### config.mk
export PLATFORM = sky130hd
export DESIGN_NAME = midpoint_ellipse_rasterizer
export DESIGN_NICKNAME = d
export VERILOG_FILES = /design/src/mer_pkg.sv /design/src/mer_dp.sv /design/src/mer_ctrl.sv /design/src/mer_emit.sv /design/src/midpoint_ellipse_rasterizer.sv
export SDC_FILE = /design/constraint.sdc
export NUM_CORES = 2
export LEC_CHECK = 0
export BUFFER_PORTS_ARGS = -buffer_cell sky130_fd_sc_hd__buf_2
export CAP_MARGIN = 20
export CORE_MARGIN = 2
export CORE_UTILIZATION = 30
export DETAILED_ROUTE_END_ITERATION = 6
export GPL_TIMING_DRIVEN = 0
export SLEW_MARGIN = 20
export SYNTH_ARGS = -nofsm -noshare
export SYNTH_HDL_FRONTEND = slang
export SYNTH_HIERARCHICAL = 1
export SYNTH_SLANG_ARGS = --single-unit
### constraint.sdc
create_clock -name clk -period 10 [get_ports clk]
set_input_delay 1 -clock clk [delete_from_list [all_inputs] [get_ports clk]]
set_output_delay 1 -clock clk [all_outputs]
set_load 0.005 [all_outputs]
### src/mer_pkg.sv
// Shared widths, codes and controller/datapath interface types of the ellipse rasterizer.
`default_nettype none

package mer_pkg;

  localparam int COORD_BITS  = 12;
  localparam int RADIUS_BITS = 10;

  // Derived widths
  localparam int OUT_W   = COORD_BITS + 1;            // plotted coordinate
  localparam int SQ_W    = 2 * RADIUS_BITS;           // radius squared
  localparam int POS_Y_W = RADIUS_BITS + 1;           // y walks down to -1
  localparam int T_W     = RADIUS_BITS + 1;           // 2x+1 and |y-1|
  localparam int MUL_W   = 2 * T_W;                   // multiplier operand
  localparam int PROD_W  = 2 * MUL_W;                 // multiplier product
  localparam int DEC_W   = PROD_W + 4;                // decision term, signed
  localparam int STEP_W  = 3 * RADIUS_BITS + 4;       // 2*ry^2*x and 2*rx^2*y, signed
  localparam int PT_W    = ((COORD_BITS > T_W) ? COORD_BITS : T_W) + 1;

  localparam int IN_DATA_W  = ((2 * COORD_BITS + 2 * RADIUS_BITS + 7) / 8) * 8;
  localparam int OUT_DATA_W = ((2 * OUT_W + 7) / 8) * 8;

  localparam int N_POINTS = 4;
  localparam int K_W      = $clog2(N_POINTS);
  localparam logic [K_W-1:0] LAST_PT = K_W'(N_POINTS - 1);

  // Command codes carried in tuser of the input channel
  localparam logic CMD_START = 1'b0;
  localparam logic CMD_STEP  = 1'b1;

  // Datapath operations issued by the controller
  typedef enum logic [4:0] {
    OP_NONE,
    OP_START,      // latch center and radii, x=0, y=ry, dx=0
    OP_SQ_RX,      // prod = rx*rx
    OP_SQ_RY,      // rx2 = prod, prod = ry*ry
    OP_DY,         // ry2 = prod, prod = rx2*ry
    OP_INIT_A,     // dy = 2*prod, dec = 4*ry2
    OP_INIT_B,     // dec -= 4*prod
    OP_INIT_C,     // dec += rx2
    OP_MOVE,       // advance x and/or y with dx/dy
    OP_DEC_A,      // dec += 4*dx when x moved
    OP_DEC_B,      // dec -= 4*dy when y moved
    OP_DEC_C,      // dec += 4*ry2 (region 1) or 4*rx2 (region 2)
    OP_TX_SQ,      // prod = (2x+1)^2
    OP_TY_SQ,      // tmp = prod, prod = (y-1)^2
    OP_MUL_RY2,    // tmp = prod, prod = ry2*tmp
    OP_MUL_RX2,    // dec = prod, prod = rx2*tmp
    OP_ADD_TY,     // dec += 4*prod, prod = rx2*ry2
    OP_SUB_RR      // dec -= 4*prod
  } dp_op_t;

  typedef struct packed {
    dp_op_t op;
    logic   region2;
    logic   emit_load;
    logic   emit_fin;
  } dp_cmd_t;

  typedef struct packed {
    logic dx_ge_dy;
    logic y_zero;
    logic y_neg;
    logic dec_neg;
    logic dec_pos;
  } dp_stat_t;

endpackage

`default_nettype wire

### src/mer_dp.sv
// Datapath of the ellipse rasterizer: walk registers, decision term and shared multiplier.
`default_nettype none

module mer_dp (
  input  logic                                   clk,
  input  mer_pkg::dp_cmd_t                       cmd,
  input  logic signed [mer_pkg::COORD_BITS-1:0]  start_cx,
  input  logic signed [mer_pkg::COORD_BITS-1:0]  start_cy,
  input  logic [mer_pkg::RADIUS_BITS-1:0]        start_rx,
  input  logic [mer_pkg::RADIUS_BITS-1:0]        start_ry,
  output mer_pkg::dp_stat_t                      stat,
  output logic [mer_pkg::RADIUS_BITS-1:0]        pos_x,
  output logic signed [mer_pkg::POS_Y_W-1:0]     pos_y,
  output logic signed [mer_pkg::COORD_BITS-1:0]  center_x,
  output logic signed [mer_pkg::COORD_BITS-1:0]  center_y
);
  import mer_pkg::*;

  logic signed [COORD_BITS-1:0] cx_r, cy_r;
  logic [RADIUS_BITS-1:0]       rxi_r, ryi_r;
  logic [SQ_W-1:0]              rx2_r, ry2_r;
  logic [RADIUS_BITS-1:0]       x_r;
  logic signed [POS_Y_W-1:0]    y_r;
  logic signed [STEP_W-1:0]     dx_r, dy_r;
  logic signed [DEC_W-1:0]      dec_r;
  logic [PROD_W-1:0]            prod_r;
  logic [MUL_W-1:0]             tmp_r;
  logic                         incx_r, decy_r;

  logic [MUL_W-1:0]          mul_a, mul_b;
  logic                      mul_en;
  logic [PROD_W-1:0]         mul_p;
  logic [T_W-1:0]            tx, aty;
  logic signed [POS_Y_W-1:0] ym1;
  logic                      incx, decy;
  logic [STEP_W-1:0]         dx_inc, dy_dec;
  logic [DEC_W-1:0]          dx4, dy4, prod_ext, prod4, rx2_ext, rx2_4, ry2_4;

  assign tx  = {x_r, 1'b1};
  assign ym1 = y_r - POS_Y_W'(1);
  assign aty = ym1[POS_Y_W-1] ? T_W'(-ym1) : T_W'(ym1);

  // Region 1 always moves x, region 2 always moves y
  assign incx = cmd.region2 ? !stat.dec_pos : 1'b1;
  assign decy = cmd.region2 ? 1'b1 : !stat.dec_neg;

  assign dx_inc   = {{(STEP_W-SQ_W-1){1'b0}}, ry2_r, 1'b0};
  assign dy_dec   = {{(STEP_W-SQ_W-1){1'b0}}, rx2_r, 1'b0};
  assign dx4      = {{(DEC_W-STEP_W-2){dx_r[STEP_W-1]}}, dx_r, 2'b00};
  assign dy4      = {{(DEC_W-STEP_W-2){dy_r[STEP_W-1]}}, dy_r, 2'b00};
  assign prod_ext = {{(DEC_W-PROD_W){1'b0}}, prod_r};
  assign prod4    = {{(DEC_W-PROD_W-2){1'b0}}, prod_r, 2'b00};
  assign rx2_ext  = {{(DEC_W-SQ_W){1'b0}}, rx2_r};
  assign rx2_4    = {{(DEC_W-SQ_W-2){1'b0}}, rx2_r, 2'b00};
  assign ry2_4    = {{(DEC_W-SQ_W-2){1'b0}}, ry2_r, 2'b00};

  // Operand select for the shared multiplier
  always_comb begin
    mul_a  = '0;
    mul_b  = '0;
    mul_en = 1'b1;
    unique case (cmd.op)
      OP_SQ_RX: begin
        mul_a = {{(MUL_W-RADIUS_BITS){1'b0}}, rxi_r};
        mul_b = {{(MUL_W-RADIUS_BITS){1'b0}}, rxi_r};
      end
      OP_SQ_RY: begin
        mul_a = {{(MUL_W-RADIUS_BITS){1'b0}}, ryi_r};
        mul_b = {{(MUL_W-RADIUS_BITS){1'b0}}, ryi_r};
      end
      OP_DY: begin
        mul_a = {{(MUL_W-SQ_W){1'b0}}, rx2_r};
        mul_b = {{(MUL_W-RADIUS_BITS){1'b0}}, ryi_r};
      end
      OP_TX_SQ: begin
        mul_a = {{(MUL_W-T_W){1'b0}}, tx};
        mul_b = {{(MUL_W-T_W){1'b0}}, tx};
      end
      OP_TY_SQ: begin
        mul_a = {{(MUL_W-T_W){1'b0}}, aty};
        mul_b = {{(MUL_W-T_W){1'b0}}, aty};
      end
      OP_MUL_RY2: begin
        mul_a = {{(MUL_W-SQ_W){1'b0}}, ry2_r};
        mul_b = tmp_r;
      end
      OP_MUL_RX2: begin
        mul_a = {{(MUL_W-SQ_W){1'b0}}, rx2_r};
        mul_b = tmp_r;
      end
      OP_ADD_TY: begin
        mul_a = {{(MUL_W-SQ_W){1'b0}}, rx2_r};
        mul_b = {{(MUL_W-SQ_W){1'b0}}, ry2_r};
      end
      default: mul_en = 1'b0;
    endcase
  end

  assign mul_p = PROD_W'(mul_a) * PROD_W'(mul_b);

  always_ff @(posedge clk) begin
    if (mul_en) begin
      prod_r <= mul_p;
    end
    unique case (cmd.op)
      OP_START: begin
        cx_r  <= start_cx;
        cy_r  <= start_cy;
        rxi_r <= start_rx;
        ryi_r <= start_ry;
        x_r   <= '0;
        y_r   <= {1'b0, start_ry};
        dx_r  <= '0;
      end
      OP_SQ_RY: rx2_r <= prod_r[SQ_W-1:0];
      OP_DY:    ry2_r <= prod_r[SQ_W-1:0];
      OP_INIT_A: begin
        dy_r  <= {prod_r[STEP_W-2:0], 1'b0};
        dec_r <= ry2_4;
      end
      OP_INIT_B: dec_r <= dec_r - prod4;
      OP_INIT_C: dec_r <= dec_r + rx2_ext;
      OP_MOVE: begin
        incx_r <= incx;
        decy_r <= decy;
        if (incx) begin
          x_r  <= x_r + RADIUS_BITS'(1);
          dx_r <= dx_r + dx_inc;
        end
        if (decy) begin
          y_r  <= y_r - POS_Y_W'(1);
          dy_r <= dy_r - dy_dec;
        end
      end
      OP_DEC_A: begin
        if (incx_r) begin
          dec_r <= dec_r + dx4;
        end
      end
      OP_DEC_B: begin
        if (decy_r) begin
          dec_r <= dec_r - dy4;
        end
      end
      OP_DEC_C:   dec_r <= dec_r + (cmd.region2 ? rx2_4 : ry2_4);
      OP_TY_SQ:   tmp_r <= prod_r[MUL_W-1:0];
      OP_MUL_RY2: tmp_r <= prod_r[MUL_W-1:0];
      OP_MUL_RX2: dec_r <= prod_ext;
      OP_ADD_TY:  dec_r <= dec_r + prod4;
      OP_SUB_RR:  dec_r <= dec_r - prod4;
      default: ;
    endcase
  end

  assign stat.dx_ge_dy = (dx_r >= dy_r);
  assign stat.y_zero   = (y_r == '0);
  assign stat.y_neg    = y_r[POS_Y_W-1];
  assign stat.dec_neg  = dec_r[DEC_W-1];
  assign stat.dec_pos  = !dec_r[DEC_W-1] && (dec_r != '0);

  assign pos_x    = x_r;
  assign pos_y    = y_r;
  assign center_x = cx_r;
  assign center_y = cy_r;

endmodule

`default_nettype wire

### src/mer_ctrl.sv
// Controller of the ellipse rasterizer: command sequencing and region tracking.
`default_nettype none

module mer_ctrl (
  input  logic              clk,
  input  logic              rst_n,
  input  logic              in_valid,
  input  logic              in_cmd,
  input  logic              emit_free,
  input  mer_pkg::dp_stat_t stat,
  output logic              in_ready,
  output mer_pkg::dp_cmd_t  cmd
);
  import mer_pkg::*;

  typedef enum logic [3:0] {
    ST_IDLE,
    ST_SQ_RX,
    ST_SQ_RY,
    ST_DY,
    ST_INIT_A,
    ST_INIT_B,
    ST_INIT_C,
    ST_DEC_A,
    ST_DEC_B,
    ST_DEC_C,
    ST_TX_SQ,
    ST_TY_SQ,
    ST_MUL_RY2,
    ST_MUL_RX2,
    ST_ADD_TY,
    ST_SUB_RR
  } state_t;

  typedef enum logic [1:0] {
    PH_IDLE,
    PH_R1,
    PH_R2
  } phase_t;

  state_t state_r, state_nxt;
  phase_t phase_r, phase_nxt;
  logic   accept;

  assign in_ready = (state_r == ST_IDLE) && emit_free;
  assign accept   = in_valid && in_ready;

  always_comb begin
    state_nxt     = state_r;
    phase_nxt     = phase_r;
    cmd.op        = OP_NONE;
    cmd.region2   = (phase_r == PH_R2);
    cmd.emit_load = 1'b0;
    cmd.emit_fin  = 1'b0;
    unique case (state_r)
      ST_IDLE: begin
        if (accept) begin
          if (in_cmd == CMD_START) begin
            cmd.op    = OP_START;
            state_nxt = ST_SQ_RX;
          end else if (phase_r != PH_IDLE) begin
            // y leaves zero downward on this step: the ellipse ends
            cmd.op        = OP_MOVE;
            cmd.emit_load = 1'b1;
            cmd.emit_fin  = stat.y_zero && ((phase_r == PH_R2) || !stat.dec_neg);
            state_nxt     = ST_DEC_A;
          end
        end
      end
      ST_SQ_RX: begin
        cmd.op    = OP_SQ_RX;
        state_nxt = ST_SQ_RY;
      end
      ST_SQ_RY: begin
        cmd.op    = OP_SQ_RY;
        state_nxt = ST_DY;
      end
      ST_DY: begin
        cmd.op    = OP_DY;
        state_nxt = ST_INIT_A;
      end
      ST_INIT_A: begin
        cmd.op    = OP_INIT_A;
        state_nxt = ST_INIT_B;
      end
      ST_INIT_B: begin
        cmd.op    = OP_INIT_B;
        state_nxt = ST_INIT_C;
      end
      ST_INIT_C: begin
        cmd.op = OP_INIT_C;
        if (stat.dx_ge_dy) begin
          state_nxt = ST_TX_SQ;
        end else begin
          phase_nxt = PH_R1;
          state_nxt = ST_IDLE;
        end
      end
      ST_DEC_A: begin
        cmd.op    = OP_DEC_A;
        state_nxt = ST_DEC_B;
      end
      ST_DEC_B: begin
        cmd.op    = OP_DEC_B;
        state_nxt = ST_DEC_C;
      end
      ST_DEC_C: begin
        cmd.op = OP_DEC_C;
        if ((phase_r == PH_R1) && stat.dx_ge_dy) begin
          state_nxt = ST_TX_SQ;
        end else begin
          if ((phase_r == PH_R2) && stat.y_neg) begin
            phase_nxt = PH_IDLE;
          end
          state_nxt = ST_IDLE;
        end
      end
      ST_TX_SQ: begin
        cmd.op    = OP_TX_SQ;
        state_nxt = ST_TY_SQ;
      end
      ST_TY_SQ: begin
        cmd.op    = OP_TY_SQ;
        state_nxt = ST_MUL_RY2;
      end
      ST_MUL_RY2: begin
        cmd.op    = OP_MUL_RY2;
        state_nxt = ST_MUL_RX2;
      end
      ST_MUL_RX2: begin
        cmd.op    = OP_MUL_RX2;
        state_nxt = ST_ADD_TY;
      end
      ST_ADD_TY: begin
        cmd.op    = OP_ADD_TY;
        state_nxt = ST_SUB_RR;
      end
      ST_SUB_RR: begin
        cmd.op    = OP_SUB_RR;
        phase_nxt = stat.y_neg ? PH_IDLE : PH_R2;
        state_nxt = ST_IDLE;
      end
      default: state_nxt = ST_IDLE;
    endcase
  end

  always_ff @(posedge clk) begin
    if (!rst_n) begin
      state_r <= ST_IDLE;
      phase_r <= PH_IDLE;
    end else begin
      state_r <= state_nxt;
      phase_r <= phase_nxt;
    end
  end

endmodule

`default_nettype wire

### src/mer_emit.sv
// Point output register of the ellipse rasterizer: mirrors one position into four quadrants.
`default_nettype none

module mer_emit (
  input  logic                                  clk,
  input  logic                                  rst_n,
  input  logic                                  load,
  input  logic                                  fin,
  input  logic [mer_pkg::RADIUS_BITS-1:0]       pos_x,
  input  logic signed [mer_pkg::POS_Y_W-1:0]    pos_y,
  input  logic signed [mer_pkg::COORD_BITS-1:0] center_x,
  input  logic signed [mer_pkg::COORD_BITS-1:0] center_y,
  input  logic                                  out_ready,
  output logic                                  out_valid,
  output logic [mer_pkg::OUT_W-1:0]             point_x,
  output logic [mer_pkg::OUT_W-1:0]             point_y,
  output logic                                  last_pt,
  output logic                                  fin_pt,
  output logic                                  free
);
  import mer_pkg::*;

  logic                      valid_r;
  logic [K_W-1:0]            k_r;
  logic [OUT_W-1:0]          px_r, py_r;
  logic                      fin_r;
  logic [RADIUS_BITS-1:0]    sx_r;
  logic signed [POS_Y_W-1:0] sy_r;
  logic                      fire;
  logic [K_W-1:0]            k_next;

  function automatic logic [OUT_W-1:0] mirror(input logic signed [PT_W-1:0] c,
                                              input logic signed [PT_W-1:0] d,
                                              input logic neg);
    logic signed [PT_W-1:0] s;
    s = neg ? (c - d) : (c + d);
    return s[OUT_W-1:0];
  endfunction

  assign fire   = valid_r && out_ready;
  assign k_next = k_r + K_W'(1);

  always_ff @(posedge clk) begin
    if (!rst_n) begin
      valid_r <= 1'b0;
      k_r     <= '0;
    end else if (load) begin
      valid_r <= 1'b1;
      k_r     <= '0;
    end else if (fire) begin
      if (k_r == LAST_PT) begin
        valid_r <= 1'b0;
      end else begin
        k_r <= k_next;
      end
    end
  end

  // Order: (+x,+y) (-x,+y) (+x,-y) (-x,-y); bit 0 of the index negates x, bit 1 y
  always_ff @(posedge clk) begin
    if (load) begin
      sx_r  <= pos_x;
      sy_r  <= pos_y;
      fin_r <= fin;
      px_r  <= mirror(PT_W'(center_x), PT_W'(pos_x), 1'b0);
      py_r  <= mirror(PT_W'(center_y), PT_W'(pos_y), 1'b0);
    end else if (fire && (k_r != LAST_PT)) begin
      px_r <= mirror(PT_W'(center_x), PT_W'(sx_r), k_next[0]);
      py_r <= mirror(PT_W'(center_y), PT_W'(sy_r), k_next[1]);
    end
  end

  assign out_valid = valid_r;
  assign point_x   = px_r;
  assign point_y   = py_r;
  assign last_pt   = (k_r == LAST_PT);
  assign fin_pt    = fin_r;
  assign free      = !valid_r || ((k_r == LAST_PT) && out_ready);

endmodule

`default_nettype wire

### src/midpoint_ellipse_rasterizer.sv
// Top level of the midpoint ellipse rasterizer: stream ports, controller, datapath, point output.
`default_nettype none

// Walks one quadrant of an axis-aligned ellipse with the midpoint algorithm and emits
// each position mirrored into four points, in the order (xc+x,yc+y), (xc-x,yc+y),
// (xc+x,yc-y), (xc-x,yc-y); points on the axes come out twice as they fall. A start
// item (tuser 0) latches center and radii and gives no points; the next item is taken
// once the controller has squared the radii and set up the decision term, or, when a
// radius is zero and the walk opens in region 2, also recomputed it for region 2. A step
// item (tuser 1) gives four points, the fourth with tlast, and all four with tuser set on
// the ellipse's final step; a step with no walk in progress is taken and dropped. A step
// is paced by the single point output register, which hands out one point a cycle while
// the output is not stalled, as the controller runs the decision update on the datapath;
// the step that hands over from region 1 to region 2 goes on to recompute the region 2
// decision term in the shared multiplier. A stalled output holds the block: the next item
// is taken once the fourth point of a step leaves. Coordinates wrap to COORD_BITS+1 bits.
module midpoint_ellipse_rasterizer (
  input  logic                              clk,
  input  logic                              rst_n,
  // center_x, center_y, radius_x, radius_y, zero pad
  input  logic [mer_pkg::IN_DATA_W-1:0]     in_tdata,
  // command
  input  logic                              in_tuser,
  input  logic                              in_tvalid,
  output logic                              in_tready,
  // point_x, point_y, zero pad
  output logic [mer_pkg::OUT_DATA_W-1:0]    out_tdata,
  output logic                              out_tlast,
  // final_step
  output logic                              out_tuser,
  output logic                              out_tvalid,
  input  logic                              out_tready
);
  import mer_pkg::*;

  dp_cmd_t                    cmd;
  dp_stat_t                   stat;
  logic                       emit_free;
  logic signed [COORD_BITS-1:0] in_cx, in_cy;
  logic [RADIUS_BITS-1:0]     in_rx, in_ry;
  logic [RADIUS_BITS-1:0]     pos_x;
  logic signed [POS_Y_W-1:0]  pos_y;
  logic signed [COORD_BITS-1:0] center_x, center_y;
  logic [OUT_W-1:0]           point_x, point_y;

  // Unpack the input item, lowest field first
  assign in_cx = in_tdata[COORD_BITS-1:0];
  assign in_cy = in_tdata[2*COORD_BITS-1:COORD_BITS];
  assign in_rx = in_tdata[2*COORD_BITS+RADIUS_BITS-1:2*COORD_BITS];
  assign in_ry = in_tdata[2*COORD_BITS+2*RADIUS_BITS-1:2*COORD_BITS+RADIUS_BITS];

  mer_ctrl u_ctrl (
    .clk       (clk),
    .rst_n     (rst_n),
    .in_valid  (in_tvalid),
    .in_cmd    (in_tuser),
    .emit_free (emit_free),
    .stat      (stat),
    .in_ready  (in_tready),
    .cmd       (cmd)
  );

  mer_dp u_dp (
    .clk      (clk),
    .cmd      (cmd),
    .start_cx (in_cx),
    .start_cy (in_cy),
    .start_rx (in_rx),
    .start_ry (in_ry),
    .stat     (stat),
    .pos_x    (pos_x),
    .pos_y    (pos_y),
    .center_x (center_x),
    .center_y (center_y)
  );

  // Snapshot the position before the step update lands
  mer_emit u_emit (
    .clk       (clk),
    .rst_n     (rst_n),
    .load      (cmd.emit_load),
    .fin       (cmd.emit_fin),
    .pos_x     (pos_x),
    .pos_y     (pos_y),
    .center_x  (center_x),
    .center_y  (center_y),
    .out_ready (out_tready),
    .out_valid (out_tvalid),
    .point_x   (point_x),
    .point_y   (point_y),
    .last_pt   (out_tlast),
    .fin_pt    (out_tuser),
    .free      (emit_free)
  );

  assign out_tdata = OUT_DATA_W'({point_y, point_x});

endmodule

`default_nettype wire

* After elaboration in Yosys (flattened, before gate mapping)
Cells that the tools add are included.
Word-level totals: bits in registers 346, output and inout port bits 36, word-level logic and storage cells 178
Cells by class: $add $sub $neg 18, multipliers 1, $lt $le $gt $ge 1, eq/ne operators 45, multiplexer cells 46, bitwise operators 2, reduce and logical (&&, ||, !) cells 41
Operator list (count):
- 48-bit one-hot mux with 8 select lines | 1
- 34-bit one-hot mux with 2 select lines | 2
- 22-bit one-hot mux with 6 select lines | 1
- 20-bit one-hot mux with 6 select lines | 1
- 48-bit adder | 2
- 48-bit 2-to-1 mux | 2
- 5-bit one-hot mux with 16 select lines | 1
- 13-bit 2-to-1 mux | 6
- 34-bit 2-to-1 mux | 2
- 4-bit one-hot mux with 16 select lines | 1
- 12-bit by 11-bit adder with 13-bit output | 4
- 48-bit by 20-bit adder with 48-bit output | 1
- 48-bit by 46-bit adder with 48-bit output | 1
- 48-bit nonzero test | 1
- 48-bit by 46-bit subtractor with 48-bit output | 1
- 48-bit subtractor | 1
- 20-bit by 22-bit multiplier with 42-bit output | 1
- 5-bit by 4-bit equality test with 1-bit output (second input constant) | 8
- 34-bit by 21-bit adder with 34-bit output | 1
- 34-bit >= comparator | 1
- 34-bit by 21-bit subtractor with 34-bit output | 1
- 4-bit equality test (second input constant) | 8
- 12-bit by 11-bit subtractor with 13-bit output | 2
- 4-bit 2-to-1 mux | 6
- 40 further kinds | 98

* Logic depth before layout (Yosys ltp)
depth after elaboration 11, mapped depth 42, depth with buffers taken out 37

* Hierarchy
Netlist, hierarchy kept.
By module, submodules not included:
- mer_dp | times used 1, cells each 4400, area an instance 38373.1 sq um, sequential area each 8618.3 sq um
- mer_emit | times used 1, cells each 400, area an instance 3958.8 sq um, sequential area each 1501.4 sq um
- mer_ctrl | times used 1, cells each 65, area an instance 519.2 sq um, sequential area each 120.1 sq um
- midpoint_ellipse_rasterizer | times used 1, cells each 7, area an instance 48.8 sq um, sequential area each 0.0 sq um

* Least setup slack after synthesis
Ideal clock, no wire load.
path type input to register, from input out_tready, to register u_dp.prod_r[42] (data pin), arrival time 10.830 ns, required time 9.843 ns, setup slack -0.987 ns, cell stages on the path 38, cells stage by stage nand2_1 nand2_1 nand2_1 nor4b_4 o21bai_1 and3_1 clkbuf_1 and2_1 clkbuf_1 or3_1 clkbuf_1 clkbuf_1 a222oi_1 nand2_1 clkbuf_1 nand2_1 fa_1 inv_1 [2 not listed] fa_1 inv_1 fa_1 fa_1 fa_1 inv_1 fa_1 inv_1 ha_1 nand2_1 nor2_1 nand3_1 or3b_2 a2111oi_0 o21bai_1 a21o_1 o311a_1 nor3_1
RTL lines:
- start, declared | line midpoint_ellipse_rasterizer.sv:32 | input logic out_tready
- end signal, assigned | line mer_dp.sv:103 | prod_r <= mul_p;
- end, declared | line mer_dp.sv:26 | logic [PROD_W-1:0] prod_r;

==> metrics.md <==
| Metric | Value |
|---|---|
| Setup WS post-layout | approximately 0.22 ns |
| Critical-path maximum fanout | 10 |
| Status | finished with violations |
| Worst slack at placement | -2.90 ns |
| Filler cells | approximately 15000 |
| Endpoints failing setup | 0 |
| Final period utilization | 0.978 |
| Vias in the first global route | about 38000 |
| Worst rel slew slack | 0.227 |
| Area of the multi-input gates | between 30000 and 40000 sq um |
| Fmax | about 100 MHz |
| Port bufs | slightly below 80 |
| Syn-to-layout area delta | 14.5% |
| H-tree levels | 2 |
| Synth Instances | 4872 |
| Initial antenna violation count | 2 |
| Synth unique cells | 94 |
| Yosys synthesis warning count | 6 |
| FP Rows | 138 |
| Violated checks | design-rule violations |
| Post-DP HPWL | around 130000 um |
| Wirelength, routed | about 160000 um |
| Drt pass-1 iters | 7 |
| Slowest stage cell, crit path | or4_4 |
| #FFs+latches synth | 344 |
| Fin. max-slew vios | 0 |
| Final Hold Fails | 0 |
| Net Sw Power | between 4000 and 5000 uW |
| Logic pwr share | 0.557 |
| Largest net degree at the start of global routing | 30 |
| Period minus WS final | 9.78 ns |
| Worst-path clk slew | roughly 0.060 ns |
| Mapped Area | around 43000 sq um |
| Metal3 WL | about 14000 um |
| DP Area | between 40000 and 50000 sq um |
| Pint | just over 5000 uW |
| Setup Crit Path Kind | register to register |
| CTS tree | done |
| Global-route wire length before repair | around 240000 um |
| Sequential cell area | around 10000 sq um |
| CP Data Required Time | 10.35 ns |
| Setup_tns | 0 ns |
| Gr ovfl total | 0 |
| Max Cap Viol | 0 |
| Worst hold-check path type | register to register |
| Initial core utilization | 0.303 |
| Post-route cell area | slightly below 50000 sq um |
| Wire per inst | between 20 and 25 um |
| Worst Path Buf+Inv | 8 |
| Lkg Pwr | between 0.02 and 0.025 uW |
| Metal2 WL | around 74000 um |
| Cell mode on critical path | fa_2 |
| All-layer global routing usage | 0.212 |
| Clk_lat worst skew | a little over 0.6 ns |
| Nets | around 5900 |
| Post-synth EDFFs | roughly 340 |
| Max VDD drop | between 0.1 and 0.15 mV |
| Pwr per Cell Area | between 200 and 250 nW/um^2 |
| Die Y | 382 um |
| Initial detailed-routing violation count | roughly 4300 |
| Final ANT Viol Nets | 0 |
| Worst Setup End Kind | register |
| Share of cells above drive strength 1 | 0.0994 |
| CTS Buffer Depth | 3 |
| Top delay family on crit path | adder cells |
| Clk pwr share | 0.162 |
| WP data arrival | a little over 10 ns |
| GP Congestion | about 1.0 |
| Total CTS buffers | 40 |
| CTS Sinks | between 300 and 400 |
| Skew final | 0.0277 ns |
| Worst reg2reg setup slack | 0.22 ns |
| DR vias | 38700 |
| CP startpoint kind | register |
| CTS Root Cell | clkbuf_16 |
| Die area | 146000 sq um |
| Sequential group share of total power | 0.281 |
| DR DRC count | 10 |
| Least-Margin Pin Slew | between 1 and 1.5 ns |
| DR top layer | met5 |
| Total core area | 142000 sq um |
| Ports | just under 90 |
| Post-synthesis sequential area ratio | 0.239 |
| Main flop type after synthesis | edfxtp_1 |
| Via density | 5.52 |
| Die width | 382 um |
| Avg Inst Size Synth | between 8 and 9 sq um |
| CP peak stage delay | slightly below 0.6 ns |
| Wl on met1 | 64600 um |
| Total power | slightly below 10000 uW |
| Asr flop ratio synth | 0 |
| Sw Share | 0.483 |
[state kept, by name, indices dropped and copies added, names as in the netlist, 2 cells and up]
signal          flops
u_ctrl/phase_r      2
u_ctrl/state_r      4
u_dp/center_x      12
u_dp/center_y      12
u_dp/dec_r         48
u_dp/dx_r          33
u_dp/dy_r          33
u_dp/pos_x         10
u_dp/pos_y         11
u_dp/prod_r        44
u_dp/rx2_r         20
u_dp/rxi_r         10
u_dp/ry2_r         20
u_dp/ryi_r         10
u_dp/tmp_r         22
u_emit/k_r          2
u_emit/point_x     13
u_emit/point_y     13
u_emit/sx_r        10
u_emit/sy_r        11
[area by class of cell]
cell class,count,share of cell area
Multi-Input combinational cell,3777,0.620
Sequential cell,344,0.209
Tap cell,1890,0.0481
Inverter,537,0.0411
Buffer,207,0.0264
Timing Repair Buffer,181,0.0263
Clock buffer,47,0.0217
Clock inverter,27,0.00713
Antenna cell,2,0.000102
[synth_stat cells (13+ instances only)]
cell type	n	area (sq um)
xor2_1	131	1150
a22oi_1	25	188
and2_1	40	250
a222oi_1	41	410
or3_1	33	206
o31ai_1	26	195
or2_2	20	125
nand3_1	73	365
nor2b_1	48	300
o22ai_1	14	87.6
clkbuf_1	187	702
a22o_1	21	184
o21a_1	35	263
nand2b_1	35	219
a21o_1	129	968
nand4_1	45	282
nand2_1	518	1940
xnor2_1	195	1710
edfxtp_1	335	10100
a211oi_1	26	195
mux2i_1	28	280
inv_1	536	2010
and3_1	49	307
o21bai_1	25	188
ha_1	382	4780
o221ai_1	19	166
nor3_1	86	430
a221oi_1	24	210
a21boi_0	15	113
nor2_1	509	1910
o211ai_1	23	173
a31oi_1	53	332
fa_1	365	7310
buf_1	13	48.8
or4_1	17	128
nor4_1	38	238
o21ai_0	219	1100
a21oi_1	286	1430
[power groups by stage]
stage               Sequential (uW)  Clock (uW)  Combinational [uW]
floorplan                      2440           0                3560
global placement               2830           0                4950
detailed placement             2780           0                5090
CTS                            2750        1630                5300
global route                   2800        1680                5970
finish                         2790        1610                5520
[metal layers]
layer | track usage | vias to the layer above
met1 | 0.277 | 19100
met5 | 0 | -
met3 | 0.0323 | 338
li1 | - | 17400
met2 | 0.350 | 1846
met4 | 0.0872 | 2
[cell usage in the layout (no fill, tap or decap), drive strengths merged, types with 73 or more instances in the layout]
cell and count:
inv 537, nand2 518, nor2 511, ha 382, fa 365, edfxtp 335, a21oi 286, buf 232
o21ai 230, clkbuf 203, xnor2 197, xor2 131, a21o 129, nor3 87, nand3 73
[metrics by stage]
step / hold WS, ns / utilization / cells
after floorplan: 0.448 / - / 4877
after global placement: 0.480 / 0.324 / 6845
after detailed placement: 0.508 / 0.327 / 6880
after CTS: 0.523 / 0.343 / 6987
after global routing: 0.548 / 0.346 / 7010
final: 0.564 / 0.346 / 7012
[timing repair]
item                                    CTS  global route
endpoints found under the setup margin   33            19
buffers inserted                         41            26
hold buffers                              0             0
endpoints found under the hold margin     0             0
resized for setup                       172           106
pin swaps                                37            56
cloned                                    2             0
[cell families after synthesis]
logic type / count (synthesis) / synth area share
xor gates and xnor gates: 328 / 0.0673
DFF: 344 / 0.239
adders and majority gates: 747 / 0.282
AOI/OAI and AO/OA: 1099 / 0.169
other: 1 / 0.0000874
and+or+nand+nor: 1563 / 0.168
muxes: 33 / 0.00785
buffers and inverters: 757 / 0.0676
[path summary, 6_finish.rpt]
path	start	end	depth (start not counted)
setup reg to reg	u_ctrl/state_r[2]	u_dp/prod_r[23]	32
hold / removal	u_dp/center_x[0]	u_emit/point_x[0]	1
setup / recovery	u_ctrl/state_r[2]	u_dp/prod_r[23]	32
hold reg to reg	u_dp/center_x[0]	u_emit/point_x[0]	1
(Power assumes the default switching activity.)
